`src/rtl/itmv_pkg.sv`:
```
`timescale 1ns / 1ps

package itmv_pkg;

    localparam int CFG_W     = 13;
    localparam int ACROSS_W  = 7;
    localparam int PIX_W     = 8;
    localparam int IDX_W     = 18;
    localparam int SUM_W     = 32;
    localparam int SQ_W      = 40;
    localparam int N_W       = 2 * CFG_W;
    localparam int MEAN_W    = 16;
    localparam int VAR_W     = 22;
    localparam int STD_W     = 16;
    localparam int DIV_W     = 64;
    localparam int FRAC_W    = 8;
    localparam int SQRT_IN_W = VAR_W + FRAC_W;

    localparam logic [DIV_W-1:0] MEAN_MAX = DIV_W'(65535);
    localparam logic [DIV_W-1:0] VAR_MAX  = DIV_W'(4194303);

    typedef enum logic [2:0] {
        CFG_IMAGE_WIDTH  = 3'd0,
        CFG_TILE_WIDTH   = 3'd1,
        CFG_TILE_HEIGHT  = 3'd2,
        CFG_TILES_ACROSS = 3'd3,
        CFG_TILES_DOWN   = 3'd4
    } t_cfg_idx;

    typedef struct packed {
        logic [CFG_W-1:0]    image_width;
        logic [CFG_W-1:0]    tile_width;
        logic [CFG_W-1:0]    tile_height;
        logic [ACROSS_W-1:0] tiles_across;
        logic [CFG_W-1:0]    tiles_down;
    } t_cfg;

    typedef struct packed {
        logic [IDX_W-1:0] tile_index;
        logic [SUM_W-1:0] sum;
        logic [SQ_W-1:0]  square_sum;
        logic [N_W-1:0]   count;
    } t_tile;

endpackage

```
`src/rtl/itmv_queue.sv`:
```
`timescale 1ns / 1ps

module itmv_queue (
    input  logic          i_clk,
    input  logic          i_rst_n,
    input  logic          i_wr,
    input  itmv_pkg::t_tile i_data,
    input  logic          i_rd,
    output itmv_pkg::t_tile o_data,
    output logic          o_full,
    output logic          o_empty
);
    import itmv_pkg::*;

    t_tile      r_mem [2];
    logic       r_wp;
    logic       r_rp;
    logic [1:0] r_cnt;
    logic       wr_ok;
    logic       rd_ok;

    assign o_full  = (r_cnt == 2'd2);
    assign o_empty = (r_cnt == 2'd0);
    assign o_data  = r_mem[r_rp];
    assign wr_ok   = i_wr && !o_full;
    assign rd_ok   = i_rd && !o_empty;

    always_ff @(posedge i_clk) begin
        if (wr_ok) begin
            r_mem[r_wp] <= i_data;
        end
    end

    always_ff @(posedge i_clk) begin
        if (!i_rst_n) begin
            r_wp  <= 1'b0;
            r_rp  <= 1'b0;
            r_cnt <= 2'd0;
        end else begin
            if (wr_ok) begin
                r_wp <= ~r_wp;
            end
            if (rd_ok) begin
                r_rp <= ~r_rp;
            end
            case ({wr_ok, rd_ok})
                2'b10:   r_cnt <= r_cnt + 2'd1;
                2'b01:   r_cnt <= r_cnt - 2'd1;
                default: r_cnt <= r_cnt;
            endcase
        end
    end

endmodule

```
`config.mk`:
```
export PLATFORM = sky130hd
export DESIGN_NAME = itmv_queue
export DESIGN_NICKNAME = d
export VERILOG_FILES = /design/src/rtl/itmv_pkg.sv /design/src/rtl/itmv_queue.sv
export SDC_FILE = /design/constraint.sdc
export NUM_CORES = 1
export LEC_CHECK = 0
export BUFFER_PORTS_ARGS = -buffer_cell sky130_fd_sc_hd__buf_2
export CAP_MARGIN = 40
export CORE_MARGIN = 3
export CORE_UTILIZATION = 52
export DETAILED_ROUTE_END_ITERATION = 8
export PLACE_DENSITY = 0.78
export SLEW_MARGIN = 20
export SYNTH_ARGS = -nofsm -noshare
export SYNTH_HDL_FRONTEND = slang
export SYNTH_SLANG_ARGS = --single-unit
```
`constraint.sdc`:
```
create_clock -name i_clk -period 5 [get_ports i_clk]
set_input_delay 1 -clock i_clk [delete_from_list [all_inputs] [get_ports i_clk]]
set_output_delay 1 -clock i_clk [all_outputs]
set_load 0.1 [all_outputs]
```
# Word-level counts from Yosys, hierarchy flattened

Memories as Yosys holds them, arrays and structs flattened. A register that Yosys moved wholly into a read port is not among the register bits.
Index checks and enable logic that the tools add are counted.

$add $sub $neg: 2
Equal/unequal tests: 3
Mux-type cells: 5
Bitwise logic cells: 2
Reduce and logical (&&, ||, !) cells: 6

Operators with widths:

| cell                                              | number |
|---|---|
| == test 2 bit (second input constant)             | 2 |
| two-way mux 1 bit                                 | 4 |
| case mux 2 bit (2 select lines)                   | 1 |
| adder 2 x 1 -> 2 bit (second input constant)      | 1 |
| == test 2 x 1 -> 1 bit (second input constant)    | 1 |
| logical AND 1 bit                                 | 2 |
| zero test 1 bit                                   | 2 |
| zero test 2 bit                                   | 1 |
| inverter 1 bit                                    | 2 |
| nonzero test 2 bit                                | 1 |
| subtractor 2 x 1 -> 2 bit (second input constant) | 1 |

Flip-flop bits (word level): 4
RAM bits: 232
Input bits: 120
Output and inout bits: 118
Memories kept: 1

Memory list:

| memory | depth | width | rd ports | clocked after memory_dff | wr ports | RTL line         | RTL |
|---|---|---|---|---|---|---|---|
| r_mem  | 2     | 116   | 1        | 1                        | 1        | itmv_queue.sv:15 | `t_tile r_mem [2];` |

# Logic depth before layout (Yosys ltp)

Word-level depth: 5
Mapped depth: 6
Gate-level depth less buffers: 6

# Least setup slack after synthesis

OpenSTA, ideal clock, no wires.

Kind: input-to-reg
Start point: input port i_wr
End point: memory r_mem[1][0] (netlist bit) (enable)
Arrival time: 3,726 ps
Slack: 785 ps
Cell stages on the path: 1
Path through: and3_1

Cells in the longest elaborated chain, start to end: 3

RTL lines:

| what                                    | RTL line         | RTL |
|---|---|---|
| start, declared                         | itmv_queue.sv:6  | `input logic i_wr,` |
| logical AND 1 bit                       | itmv_queue.sv:25 | `assign wr_ok = i_wr && !o_full;` |
| two-way mux 1 bit                       | itmv_queue.sv:29 | `if (wr_ok) begin` |
| two-way mux 1 bit (implied by the code) | itmv_queue.sv:30 | `r_mem[r_wp] <= i_data;` |
| end, declared                           | itmv_queue.sv:15 |  |

No other way between the ends.

==> impl_metrics.ini <==
[status]
status = finished clean

[setup_path]
crit_arrival_ns = 2.36
cp_cell_sequence = buf_16 > buf_4 > mux2_2 > buf_2
path_class = reg2out
crit_path_end_kind = primary output
critPathLaunchType = register
cpPeakStageDelay_ns = 0.48
crit_family = buffers and inverters
crit_required_ns = 4.00
worst-path-buf-inv = 3
crit_fanout = 52
cpMaxStageDelayCell = dfxtp_4

[sta]
rsz0062_at_grt = no
slew_violations = 0
setup_slack_ns = 1.639
max_freq_mhz = 297.5
finalHoldViolations = 0
setup_tns_ns = 0
slew_headroom_pct = 52.96
skew_ns = 0.007821
period_needed_ns = 3.361
period_share_pct = 67.22
setup_viol = 0
worstMarginPinSlew_ns = 0.7056

[floorplan]
die_h_um = 134.6
die_area_um2 = 18120
num_rows = 46
io_pins = 238
start_util_pct = 53.57
core-area_um2 = 16060
die_w_um = 134.6

[place]
pre_cts_ws_ns = 2.072
io_buffers = 237
dp_hpwl_um = 10730
place.gp.congestion = 0.6936
numPlacedInstances = 833

[cells_and_area]
fillers = 1059
multi_input_area_um2 = 1436
synthToLayoutAreaGrowth_pct = 25.47
drive_above_1_share_pct = 50.53
finalNonFillerCells = 874
regArea_um2 = 7071
nets = 764

[global_routing]
overflow = 0
grt_max_degree = 65
first_global_vias = 4824
grt_usage_pct = 16.94
antenna_found_initial = 1
grt_pass1_wl_um = 24260

[clock_tree]
ctsHoldBuffers = 0
clockRootBuffer = clkbuf_16
cts.reportedPaths.clkPinSlew_ns = 0.05
cts-buffers-inserted = 23
post_cts_buffers = 0
clkLatencyLatePin_ns = 0.49
ctsResizeCount = 0
clockBufferDepth = 3
clkSinkCount = 237
htreeDepth = 1
cts_tree = built

[synth]
syn-cell-area_um2 = 8602
yosys-mux-area-fraction_pct = 15.19
ys_ff_latch = 237
synth_xor_xnor_area_share_pct = 0.3055
synthArstFlopShare_pct = 0
synthCells = 387
synth_area_leader_cell = edfxtp_1
synth_top_family_by_area = multiplexers
synthAdderAreaFrac_pct = 0.1455
synth_compound_area_share_pct = 0.3782
synth_edf_count = 232
synth_top_area_share_pct = 80.99
synth-simple-area-share_pct = 0.6255
synth_ff_type = edfxtp_1
synth.yosys.seq_area_share_pct = 82.15
avgSynthCellArea_um2 = 22.23
synth_nets = 508
synth_most_common_cell = edfxtp_1
yosys-top-cells-area = edfxtp_1, mux2_1, mux2_2
synth.distinct_cells = 21
yosys-top-cells-count = edfxtp_1, mux2_1, mux2_2
ys_warn_count = 0

[drt]
viasPerCell = 5.059
firstDrtPassIters = 4
route.detailed.drc = 0
wl_per_cell_um = 18.36
dr.first_iter.drc_count = 237
antenna_left = 0
num_vias = 4422
postRouteWirelength_um = 16050

[hold_path]
hold_class = reg2reg

[flow_run]
drv_cap = 0
final timing paths:
path             from            end  slack, ns  cells after the start
min              r_wp           r_wp       0.49                      2
max          register     o_data[26]       1.64                      4
min reg2reg      r_wp           r_wp       0.49                      2
max reg2reg  r_cnt[0]  r_mem[0][107]       2.63                      5
per-layer routing:
layer,vias up,wire length [um],GRT usage [%]
met5,-,8,0
met4,2,395,4.242
met3,32,1399,5.291
met2,181,8254,30.42
met1,2162,5990,19.97
li1,2045,-,-
sequential cells by signal (all words and copies together), names as in the netlist, named ones only:
signal / count
r_rp: 1
r_mem: 232
r_cnt: 2
r_wp: 1
final cells by class:
type                    count  share of cell area [%]
flip-flops and latches    237                   65.51
multi-input cells         134                   13.31
repair buffers            244                   11.89
clock buffers              29                   5.541
well taps                 216                   2.504
clock inverters            10                   1.090
inverters                   3                  0.1275
diodes                      1                 0.02319
kinds of logic after synthesis:
group                      Yosys count
DFF                                237
adders and majority gates            1
buffers and inverters               16
AOI/OAI and AO/OA                    5
and+or+nand+nor                      9
xor gates and xnor gates             3
muxes                              116
worst register-to-register path, stage by stage, from the launching register on:
cell      delay, ns
dfxtp_1        0.42
nand2b_2       0.18
inv_2          0.04
or3_1          0.37
inv_4          0.52
buf_12         0.43
cell usage in the layout, fill, tap and decap left out:
master / Yosys / routed
buf_2: 8 / 237
edfxtp_1: 232 / 232
mux2_1: 60 / 60
mux2_2: 56 / 56
clkbuf_16: 0 / 23
clkbuf_1: 0 / 6
clkinv_1: 0 / 6
buf_4: 1 / 4
dfxtp_1: 5 / 4
xnor2_1: 3 / 3
bufinv_16: 0 / 3
nor2b_1: 2 / 2
or3_1: 2 / 2
o21ai_0: 2 / 2
a21boi_1: 2 / 2
buf_12: 0 / 2
diode_2: 0 / 1
o21a_1: 1 / 1
nor2_1: 1 / 1
nand2b_2: 1 / 1
inv_2: 1 / 1
and3_4: 0 / 1
nand2_1: 1 / 1
inv_1: 2 / 1
inv_4: 0 / 1
and2_1: 1 / 1
ha_1: 1 / 1
dfxtp_4: 0 / 1
clkinv_2: 0 / 1
buf_16: 0 / 1
metrics by stage:
| step | utilization [%] | instance area [um^2] | hold slack, ns |
|---|---|---|---|
| detailed placement | 62.61 | 10050 | 0.4811 |
| CTS | 67.07 | 10770 | 0.4896 |
| global placement | 62.44 | 10030 | 0.4719 |
| finish | 67.21 | 10790 | 0.4884 |
| floorplan | - | 8602 | 0.4570 |
| global route | 67.20 | 10790 | 0.5334 |
Power is left out: the tool's default activity adds up to more than one toggle a clock period on the data nets, which glitch-free logic cannot reach.
