[config.mk]
export PLATFORM = sky130hd
export DESIGN_NAME = itmv_back
export DESIGN_NICKNAME = d
export VERILOG_FILES = /design/src/rtl/itmv_pkg.sv /design/src/rtl/itmv_div.sv /design/src/rtl/itmv_sqrt.sv /design/src/rtl/itmv_back.sv
export SDC_FILE = /design/constraint.sdc
export NUM_CORES = 2
export LEC_CHECK = 0
export BUFFER_PORTS_ARGS = -buffer_cell sky130_fd_sc_hd__buf_2
export CAP_MARGIN = 20
export CORE_MARGIN = 2
export CORE_UTILIZATION = 60
export DETAILED_ROUTE_END_ITERATION = 10
export PLACE_DENSITY = 0.86
export SLEW_MARGIN = 0
export SYNTH_ARGS = -nofsm -noshare
export SYNTH_HDL_FRONTEND = slang
export SYNTH_SLANG_ARGS = --single-unit
export TNS_END_PERCENT = 20
[constraint.sdc]
create_clock -name i_clk -period 17.2 [get_ports i_clk]
set_input_delay 3.44 -clock i_clk [delete_from_list [all_inputs] [get_ports i_clk]]
set_output_delay 3.44 -clock i_clk [all_outputs]
set_load 0.005 [all_outputs]
[src/rtl/itmv_pkg.sv]
`timescale 1ns / 1ps

package itmv_pkg;

    localparam int CFG_W     = 13;
    localparam int ACROSS_W  = 7;
    localparam int PIX_W     = 8;
    localparam int IDX_W     = 18;
    localparam int SUM_W     = 32;
    localparam int SQ_W      = 40;
    localparam int N_W       = 2 * CFG_W;
    localparam int MEAN_W    = 16;
    localparam int VAR_W     = 22;
    localparam int STD_W     = 16;
    localparam int DIV_W     = 64;
    localparam int FRAC_W    = 8;
    localparam int SQRT_IN_W = VAR_W + FRAC_W;

    localparam logic [DIV_W-1:0] MEAN_MAX = DIV_W'(65535);
    localparam logic [DIV_W-1:0] VAR_MAX  = DIV_W'(4194303);

    typedef enum logic [2:0] {
        CFG_IMAGE_WIDTH  = 3'd0,
        CFG_TILE_WIDTH   = 3'd1,
        CFG_TILE_HEIGHT  = 3'd2,
        CFG_TILES_ACROSS = 3'd3,
        CFG_TILES_DOWN   = 3'd4
    } t_cfg_idx;

    typedef struct packed {
        logic [CFG_W-1:0]    image_width;
        logic [CFG_W-1:0]    tile_width;
        logic [CFG_W-1:0]    tile_height;
        logic [ACROSS_W-1:0] tiles_across;
        logic [CFG_W-1:0]    tiles_down;
    } t_cfg;

    typedef struct packed {
        logic [IDX_W-1:0] tile_index;
        logic [SUM_W-1:0] sum;
        logic [SQ_W-1:0]  square_sum;
        logic [N_W-1:0]   count;
    } t_tile;

endpackage

[src/rtl/itmv_div.sv]
`timescale 1ns / 1ps

module itmv_div (
    input  logic                        i_clk,
    input  logic                        i_rst_n,
    input  logic                        i_start,
    input  logic [itmv_pkg::DIV_W-1:0]  i_dividend,
    input  logic [itmv_pkg::N_W-1:0]    i_divisor,
    output logic                        o_done,
    output logic [itmv_pkg::DIV_W-1:0]  o_quot,
    output logic [itmv_pkg::N_W-1:0]    o_rem
);
    import itmv_pkg::*;

    localparam int CNT_W = $clog2(DIV_W);

    logic             r_busy;
    logic             r_done;
    logic [CNT_W-1:0] r_cnt;
    logic [DIV_W-1:0] r_quot;
    logic [N_W-1:0]   r_rem;
    logic [N_W-1:0]   r_div;
    logic [N_W:0]     t;
    logic [N_W:0]     diff;
    logic             ge;

    always_comb begin
        t    = {r_rem, r_quot[DIV_W-1]};
        ge   = (t >= {1'b0, r_div});
        diff = t - {1'b0, r_div};
    end

    assign o_done = r_done;
    assign o_quot = r_quot;
    assign o_rem  = r_rem;

    always_ff @(posedge i_clk) begin
        if (!i_rst_n) begin
            r_busy <= 1'b0;
            r_done <= 1'b0;
            r_cnt  <= '0;
        end else begin
            r_done <= 1'b0;
            if (i_start) begin
                r_busy <= 1'b1;
                r_cnt  <= '0;
                r_quot <= i_dividend;
                r_rem  <= '0;
                r_div  <= i_divisor;
            end else if (r_busy) begin
                r_rem  <= ge ? diff[N_W-1:0] : t[N_W-1:0];
                r_quot <= {r_quot[DIV_W-2:0], ge};
                r_cnt  <= r_cnt + CNT_W'(1);
                if (r_cnt == CNT_W'(DIV_W - 1)) begin
                    r_busy <= 1'b0;
                    r_done <= 1'b1;
                end
            end
        end
    end

endmodule

[src/rtl/itmv_sqrt.sv]
`timescale 1ns / 1ps

module itmv_sqrt (
    input  logic                            i_clk,
    input  logic                            i_rst_n,
    input  logic                            i_start,
    input  logic [itmv_pkg::SQRT_IN_W-1:0]  i_value,
    output logic                            o_done,
    output logic [itmv_pkg::STD_W-1:0]      o_root
);
    import itmv_pkg::*;

    localparam int STEPS = SQRT_IN_W / 2;
    localparam int CNT_W = $clog2(STEPS);
    localparam int RM_W  = STD_W + 2;

    logic                 r_busy;
    logic                 r_done;
    logic [CNT_W-1:0]     r_cnt;
    logic [SQRT_IN_W-1:0] r_src;
    logic [RM_W-1:0]      r_rem;
    logic [STD_W-1:0]     r_root;
    logic [RM_W+1:0]      t;
    logic [RM_W+1:0]      trial;
    logic [RM_W+1:0]      diff;
    logic                 ge;

    always_comb begin
        t     = {r_rem, r_src[SQRT_IN_W-1 -: 2]};
        trial = {2'b00, r_root, 2'b01};
        ge    = (t >= trial);
        diff  = t - trial;
    end

    assign o_done = r_done;
    assign o_root = r_root;

    always_ff @(posedge i_clk) begin
        if (!i_rst_n) begin
            r_busy <= 1'b0;
            r_done <= 1'b0;
            r_cnt  <= '0;
        end else begin
            r_done <= 1'b0;
            if (i_start) begin
                r_busy <= 1'b1;
                r_cnt  <= '0;
                r_src  <= i_value;
                r_rem  <= '0;
                r_root <= '0;
            end else if (r_busy) begin
                r_src  <= {r_src[SQRT_IN_W-3:0], 2'b00};
                r_rem  <= ge ? diff[RM_W-1:0] : t[RM_W-1:0];
                r_root <= {r_root[STD_W-2:0], ge};
                r_cnt  <= r_cnt + CNT_W'(1);
                if (r_cnt == CNT_W'(STEPS - 1)) begin
                    r_busy <= 1'b0;
                    r_done <= 1'b1;
                end
            end
        end
    end

endmodule

[src/rtl/itmv_back.sv]
`timescale 1ns / 1ps

module itmv_back (
    input  logic                         i_clk,
    input  logic                         i_rst_n,
    input  logic                         i_q_empty,
    input  itmv_pkg::t_tile              i_q_data,
    output logic                         o_q_pop,
    output logic                         empty,
    input  logic                         pop,
    output logic [itmv_pkg::IDX_W-1:0]   o_tile_index,
    output logic [itmv_pkg::MEAN_W-1:0]  o_mean_q8,
    output logic [itmv_pkg::VAR_W-1:0]   o_variance_q8,
    output logic [itmv_pkg::STD_W-1:0]   o_std_dev_q8
);
    import itmv_pkg::*;

    typedef enum logic [3:0] {
        B_IDLE, B_SQUARE, B_QA_GO, B_QA_WAIT, B_MEAN_WAIT, B_R_WAIT,
        B_V_WAIT, B_SQ_GO, B_SQ_WAIT, B_OUT
    } t_state;

    t_state           r_state;
    logic [IDX_W-1:0] r_idx;
    logic [SUM_W-1:0] r_s;
    logic [SQ_W-1:0]  r_q;
    logic [N_W-1:0]   r_n;
    logic [DIV_W-1:0] r_s2;
    logic [DIV_W-1:0] r_qa;
    logic [N_W-1:0]   r_ra;
    logic [SQ_W-1:0]  r_q1;
    logic [MEAN_W-1:0] r_mean;
    logic [VAR_W-1:0] r_var;
    logic             r_go;
    logic [DIV_W-1:0] r_div_a;
    logic             r_sq_go;
    logic             r_out_valid;
    logic [IDX_W-1:0] r_o_idx;
    logic [MEAN_W-1:0] r_o_mean;
    logic [VAR_W-1:0] r_o_var;
    logic [STD_W-1:0] r_o_std;

    logic             div_done;
    logic [DIV_W-1:0] div_quot;
    logic [N_W-1:0]   div_rem;
    logic             sq_done;
    logic [STD_W-1:0] sq_root;
    logic             var_ok;
    logic [N_W-1:0]   r1;
    logic [SQ_W-1:0]  q1;

    itmv_div u_div (
        .i_clk      (i_clk),
        .i_rst_n    (i_rst_n),
        .i_start    (r_go),
        .i_dividend (r_div_a),
        .i_divisor  (r_n),
        .o_done     (div_done),
        .o_quot     (div_quot),
        .o_rem      (div_rem)
    );

    itmv_sqrt u_sqrt (
        .i_clk   (i_clk),
        .i_rst_n (i_rst_n),
        .i_start (r_sq_go),
        .i_value ({r_var, {FRAC_W{1'b0}}}),
        .o_done  (sq_done),
        .o_root  (sq_root)
    );

    always_comb begin
        var_ok = (r_qa < DIV_W'(r_q)) || ((r_qa == DIV_W'(r_q)) && (r_ra == '0));
        r1     = (r_ra == '0) ? '0 : (r_n - r_ra);
        q1     = r_q - r_qa[SQ_W-1:0] - SQ_W'(r_ra != '0);
    end

    assign o_q_pop       = (r_state == B_IDLE) && !i_q_empty;
    assign empty         = !r_out_valid;
    assign o_tile_index  = r_o_idx;
    assign o_mean_q8     = r_o_mean;
    assign o_variance_q8 = r_o_var;
    assign o_std_dev_q8  = r_o_std;

    always_ff @(posedge i_clk) begin
        if (!i_rst_n) begin
            r_state     <= B_IDLE;
            r_go        <= 1'b0;
            r_sq_go     <= 1'b0;
            r_out_valid <= 1'b0;
        end else begin
            r_go    <= 1'b0;
            r_sq_go <= 1'b0;
            if (pop && r_out_valid) begin
                r_out_valid <= 1'b0;
            end
            case (r_state)
                B_IDLE: begin
                    if (!i_q_empty) begin
                        r_idx   <= i_q_data.tile_index;
                        r_s     <= i_q_data.sum;
                        r_q     <= i_q_data.square_sum;
                        r_n     <= i_q_data.count;
                        r_state <= B_SQUARE;
                    end
                end
                B_SQUARE: begin
                    r_s2    <= r_s * r_s;
                    r_state <= B_QA_GO;
                end
                B_QA_GO: begin
                    r_div_a <= r_s2;
                    r_go    <= 1'b1;
                    r_state <= B_QA_WAIT;
                end
                B_QA_WAIT: begin
                    if (div_done) begin
                        r_qa    <= div_quot;
                        r_ra    <= div_rem;
                        r_div_a <= DIV_W'({r_s, {FRAC_W{1'b0}}});
                        r_go    <= 1'b1;
                        r_state <= B_MEAN_WAIT;
                    end
                end
                B_MEAN_WAIT: begin
                    if (div_done) begin
                        r_mean <= (div_quot > MEAN_MAX) ? MEAN_W'(MEAN_MAX)
                                                        : div_quot[MEAN_W-1:0];
                        if (var_ok) begin
                            r_q1    <= q1;
                            r_div_a <= DIV_W'({r1, {FRAC_W{1'b0}}});
                            r_go    <= 1'b1;
                            r_state <= B_R_WAIT;
                        end else begin
                            r_var   <= '0;
                            r_state <= B_SQ_GO;
                        end
                    end
                end
                B_R_WAIT: begin
                    if (div_done) begin
                        r_div_a <= DIV_W'({r_q1, {FRAC_W{1'b0}}}) + div_quot;
                        r_go    <= 1'b1;
                        r_state <= B_V_WAIT;
                    end
                end
                B_V_WAIT: begin
                    if (div_done) begin
                        r_var   <= (div_quot > VAR_MAX) ? VAR_W'(VAR_MAX)
                                                        : div_quot[VAR_W-1:0];
                        r_state <= B_SQ_GO;
                    end
                end
                B_SQ_GO: begin
                    r_sq_go <= 1'b1;
                    r_state <= B_SQ_WAIT;
                end
                B_SQ_WAIT: begin
                    if (sq_done) begin
                        r_state <= B_OUT;
                    end
                end
                B_OUT: begin
                    if (!r_out_valid || pop) begin
                        r_o_idx     <= r_idx;
                        r_o_mean    <= r_mean;
                        r_o_var     <= r_var;
                        r_o_std     <= sq_root;
                        r_out_valid <= 1'b1;
                        r_state     <= B_IDLE;
                    end
                end
                default: r_state <= B_IDLE;
            endcase
        end
    end

endmodule

# Yosys cells after proc, flatten, opt, wreduce, memory -nomap -nowiden
# Cells that the tools add are included.
# Widths: inputs -> output; s select.
# op_classes
n_reduce_logical,31
n_bitwise,4
eq_ne,21
muxes,45
n_mul,1
add_sub_neg,8
order_cmp,5
# op_table
cell,n
$mux 64,6
$pmux 64 s4,1
$mux 22,4
$mux 26,3
$add 48x64->64,1
$eq 64x40->1,1
$gt 64x16->1 const B,1
$gt 64x22->1 const B,1
$lt 64x40->1,1
$mul 32x32->64,1
$mux 30,2
$sub 26x26->26,2
$pmux 22 s2,1
$pmux 4 s10,1
$sub 40x1->40,1
$sub 40x40->40,1
$mux 18,2
$mux 4,7
$ge 27x26->1,1
$logic_not 26->1,1
$reduce_bool 26->1,1
$ge 20x18->1,1
$sub 18x18->18,1
$eq 4x3->1 const B,4
27 further kinds,69
# totals
ff_bits,683
out_inout_bits,74
wordCells,147
in_bits,120

# Logic depth before layout (Yosys ltp)
# depth
ltp_word,6
mapped_depth,32

# Hierarchy
# From an unflattened synthesis, not the netlist that was laid out.
# hier_totals
cells_unflattened,6001
hier_area_um2,64286.7
# modules_own_cells
mod,cells_each,seq_area_each_um2,n_inst,area_each_um2
itmv_back,5176,14644.0,1,53989.3
itmv_div,504,3643.5,1,6506.2
itmv_sqrt,321,2042.0,1,3791.1

# Least setup slack after synthesis
# Ideal clock, no wire load.
# synth_path
kind,input to register
start,input i_rst_n
end,"register r_qa[0], enable pin"
setup_ns,0.649
arrival_ns,9.905
n_path_buf,1
cell_stages,3
required_time_ns,16.551
slack_ns,6.646
cell_sequence,clkbuf_1 -> nand2_1 -> nor3_1
# synth_via
elab_chain_cells,1
# synth_lines
element,line,text
"start, declared",itmv_back.sv:5,"input logic i_rst_n,"
$reduce_and 3->1 (no line),-,
"end signal, assigned",itmv_back.sv:118,r_qa <= div_quot;
"end, declared",itmv_back.sv:29,logic [DIV_W-1:0] r_qa;
# Every way passes these cells.
# A chain may end at the register's enable or synchronous reset.

# Worst setup path after layout
# layout_path
start,register r_s[7]
end,"register r_s2[59], data pin"
# layout_via
elab_chain_cells,1
# layout_lines
element,line,text
"start, declared",itmv_back.sv:25,logic [SUM_W-1:0] r_s;
"start signal, assigned",itmv_back.sv:101,r_s <= i_q_data.sum;
$mul 32x32->64,itmv_back.sv:108,r_s2 <= r_s * r_s;
"end signal, assigned",itmv_back.sv:108,
"end, declared",itmv_back.sv:28,logic [DIV_W-1:0] r_s2;
# Every way passes these cells.

==> metrics <==
Min-Delay Path Class register to register; worst-margin pin slew 1.180 ns; Worst-Skew Late Latency 0.69 ns; gr ovfl total 0; GR Util All Layers 31.32%; syn nets 7414; outcome finished, final reports clean; Tmin final approximately 8.9 ns; Final Hold Vio Count 0; Top FF cell, synth edfxtp_1; top post-synthesis cells by count inv_1 (1317), fa_1 (825), edfxtp_1 (655); clk buf depth 3; Post-synth EDFFs around 660; Core ar. 105300 um^2; Die H between 300 and 400 um; Final Util between 60% and 70%; Layout area overhead 8.026%; clk slew on worst S/H paths 0.07 ns; Final GP Congestion about 0.96; worst clock skew about 0.050 ns; Seq/Total Area, Yosys 31.56%; Seq cells post-synth 676; initial antenna violation count 7; slew margin rel. 21.35%; Clock Root Buffer clkbuf_16; # IOs 194; post-synth cell types 86; Critical Path RT 17.59 ns; Post-synth ARST share 0%; setup violators final 0; Fmax 0.1126 GHz; TritonCTS clock tree yes; die area between 100000 and 150000 um^2; Synth area leaders edfxtp_1 (31%), fa_1 (26%), ha_1 (10%), inv_1 (7.8%), and2_1 (2.4%); leading area contributor after synthesis edfxtp_1; post-route ant nets 0; Yosys top cell area share 30.90%; count leader, synth inv_1; placed cell areas 66130 um^2; CTS buffer count 77; Post-Layout Cell Count about 7.6k; crit-path max cell delay ~0.56 ns; vias in the first global route around 48k; WP data arrival 9.27 ns; number of fill cells 7428; type of origin of the critical path register; Crit Reg-Reg Startpoint r_s[7]; CTS HTree Levels 3; largest net degree at the start of global routing 80; hpwl dp 123.9 mm; initial DRC count 4644; cell area after synthesis 63650 um^2; register area between 20000 and 25000 um^2; synthesized area per cell 10.68 um^2; Worst Hold Path Cells 0; CP endpoint kind register; Reg-to-Reg End r_s2[59]; hold bufs inserted after CTS 0; Max Slew Vio Count 0; post-route cell area between 60000 and 70000 um^2; Hold Startpoint r_idx[0]; Buffers on Ports 193; setup slack, reg-to-reg 8.32 ns; via count 45.21k; row cnt 119; CP dominant cell by count fa_1; DR vias/cell 5.985; clock sinks 676; Layout Nets 7553; Worst Hold End o_tile_index[0]; Reg2Reg Depth 26; Max Cap Viol 0; final WL 167.4 mm; setup bufs post-CTS 0; warnings from Yosys 0; kind of critical path register to register; Mapped Cells 5960; share of cells above drive strength 1 8.536%; DR pass1 iterations 9; starting density of the core 60.46%; Wirelength per Cell 22.17 um; crit-path max FO 25; worst path buffer plus inverter count 6; PostCTS Resize Cnt 0; final worst-path cycle share 51.63%; Placed Cells incl. Taps about 7.4k; RSZ-0062 raised after global routing no; global-route wire length before repair 261.3 mm; Max stage delay cell, worst path fa_1; multi-input combinational cell area 37930 um^2; Residual DRC 0; cell family with most CP delay adder cells; Die X 329.7 um; Setup TNS 0 ns
[through the flow]
stage               worst slack, ns  hold slack, ns
floorplan                     6.646          0.4003
global placement              8.691          0.4007
detailed placement            8.508          0.4045
CTS                           8.444          0.4198
global route                  7.924          0.4349
finish                        8.319          0.4199
[worst max path at each step]
stage               depth (start not counted)     from  slack (ns)       end
global route                               26   r_s[7]        7.92  r_s2[59]
detailed placement                         26   r_s[7]        8.51  r_s2[59]
floorplan                                   3  i_rst_n        6.65   r_qa[0]
global placement                           26  r_s[17]        8.69  r_s2[59]
finish                                     26   r_s[7]        8.32  r_s2[59]
CTS                                        26   r_s[7]        8.44  r_s2[59]
[cells in the final DEF (no fill, tap or decap), types with 105 or more instances in the layout]
cell,Yosys,final
inv_1,1317,1317
fa_1,825,825
edfxtp_1,655,655
ha_1,509,509
nand2_1,392,392
nor2_1,303,298
and2_1,242,241
a21oi_1,203,202
buf_2,6,193
o21ai_0,149,149
xnor2_1,140,140
a21o_1,105,105
[state kept, by name, summed over array words and instances (netlist names), 18 cells and up]
name,count
o_tile_index,18
o_variance_q8,22
r_div_a,64
r_idx,18
r_n,26
r_q,40
r_q1,40
r_qa,64
r_ra,26
r_s,32
r_s2,63
r_var,22
u_div.o_quot,64
u_div.o_rem,26
u_div.r_div,26
u_sqrt.r_rem,18
u_sqrt.r_src,22
[per-layer routing]
layer / vias up / GRT usage, % / part of all wire (%)
met5: - / 0 / 0.029
met1: 22330 / 38.62 / 36
li1: 19570 / - / -
met4: 8 / 18.80 / 6.7
met3: 712 / 5.759 / 9.4
met2: 2592 / 51.68 / 48
[area by class of cell]
type	count	share of cell area [%]
clock buffers	87	2.857
diodes	1	0.003639
multi-input cells	3773	55.16
inverters	1321	7.212
well taps	1391	2.531
repair buffers	250	2.049
flip-flops and latches	676	29.23
clock inverters	55	0.9626
[kinds of logic (layout without fill, tap and decap cells)]
logic type,Yosys count,in the layout,share of synthesized area [%]
compound gates,787,787,8.243
xor+xnor,241,241,3.316
fa+ha+maj,1334,1334,35.95
buf+inv,1511,1713,8.936
flops,676,676,31.56
mux,124,124,2.117
other cells,0,1,0
simple gates,1287,1287,9.870
Power is left out: the tool's default activity adds up to more than one toggle a clock period on the data nets, which glitch-free logic cannot reach.
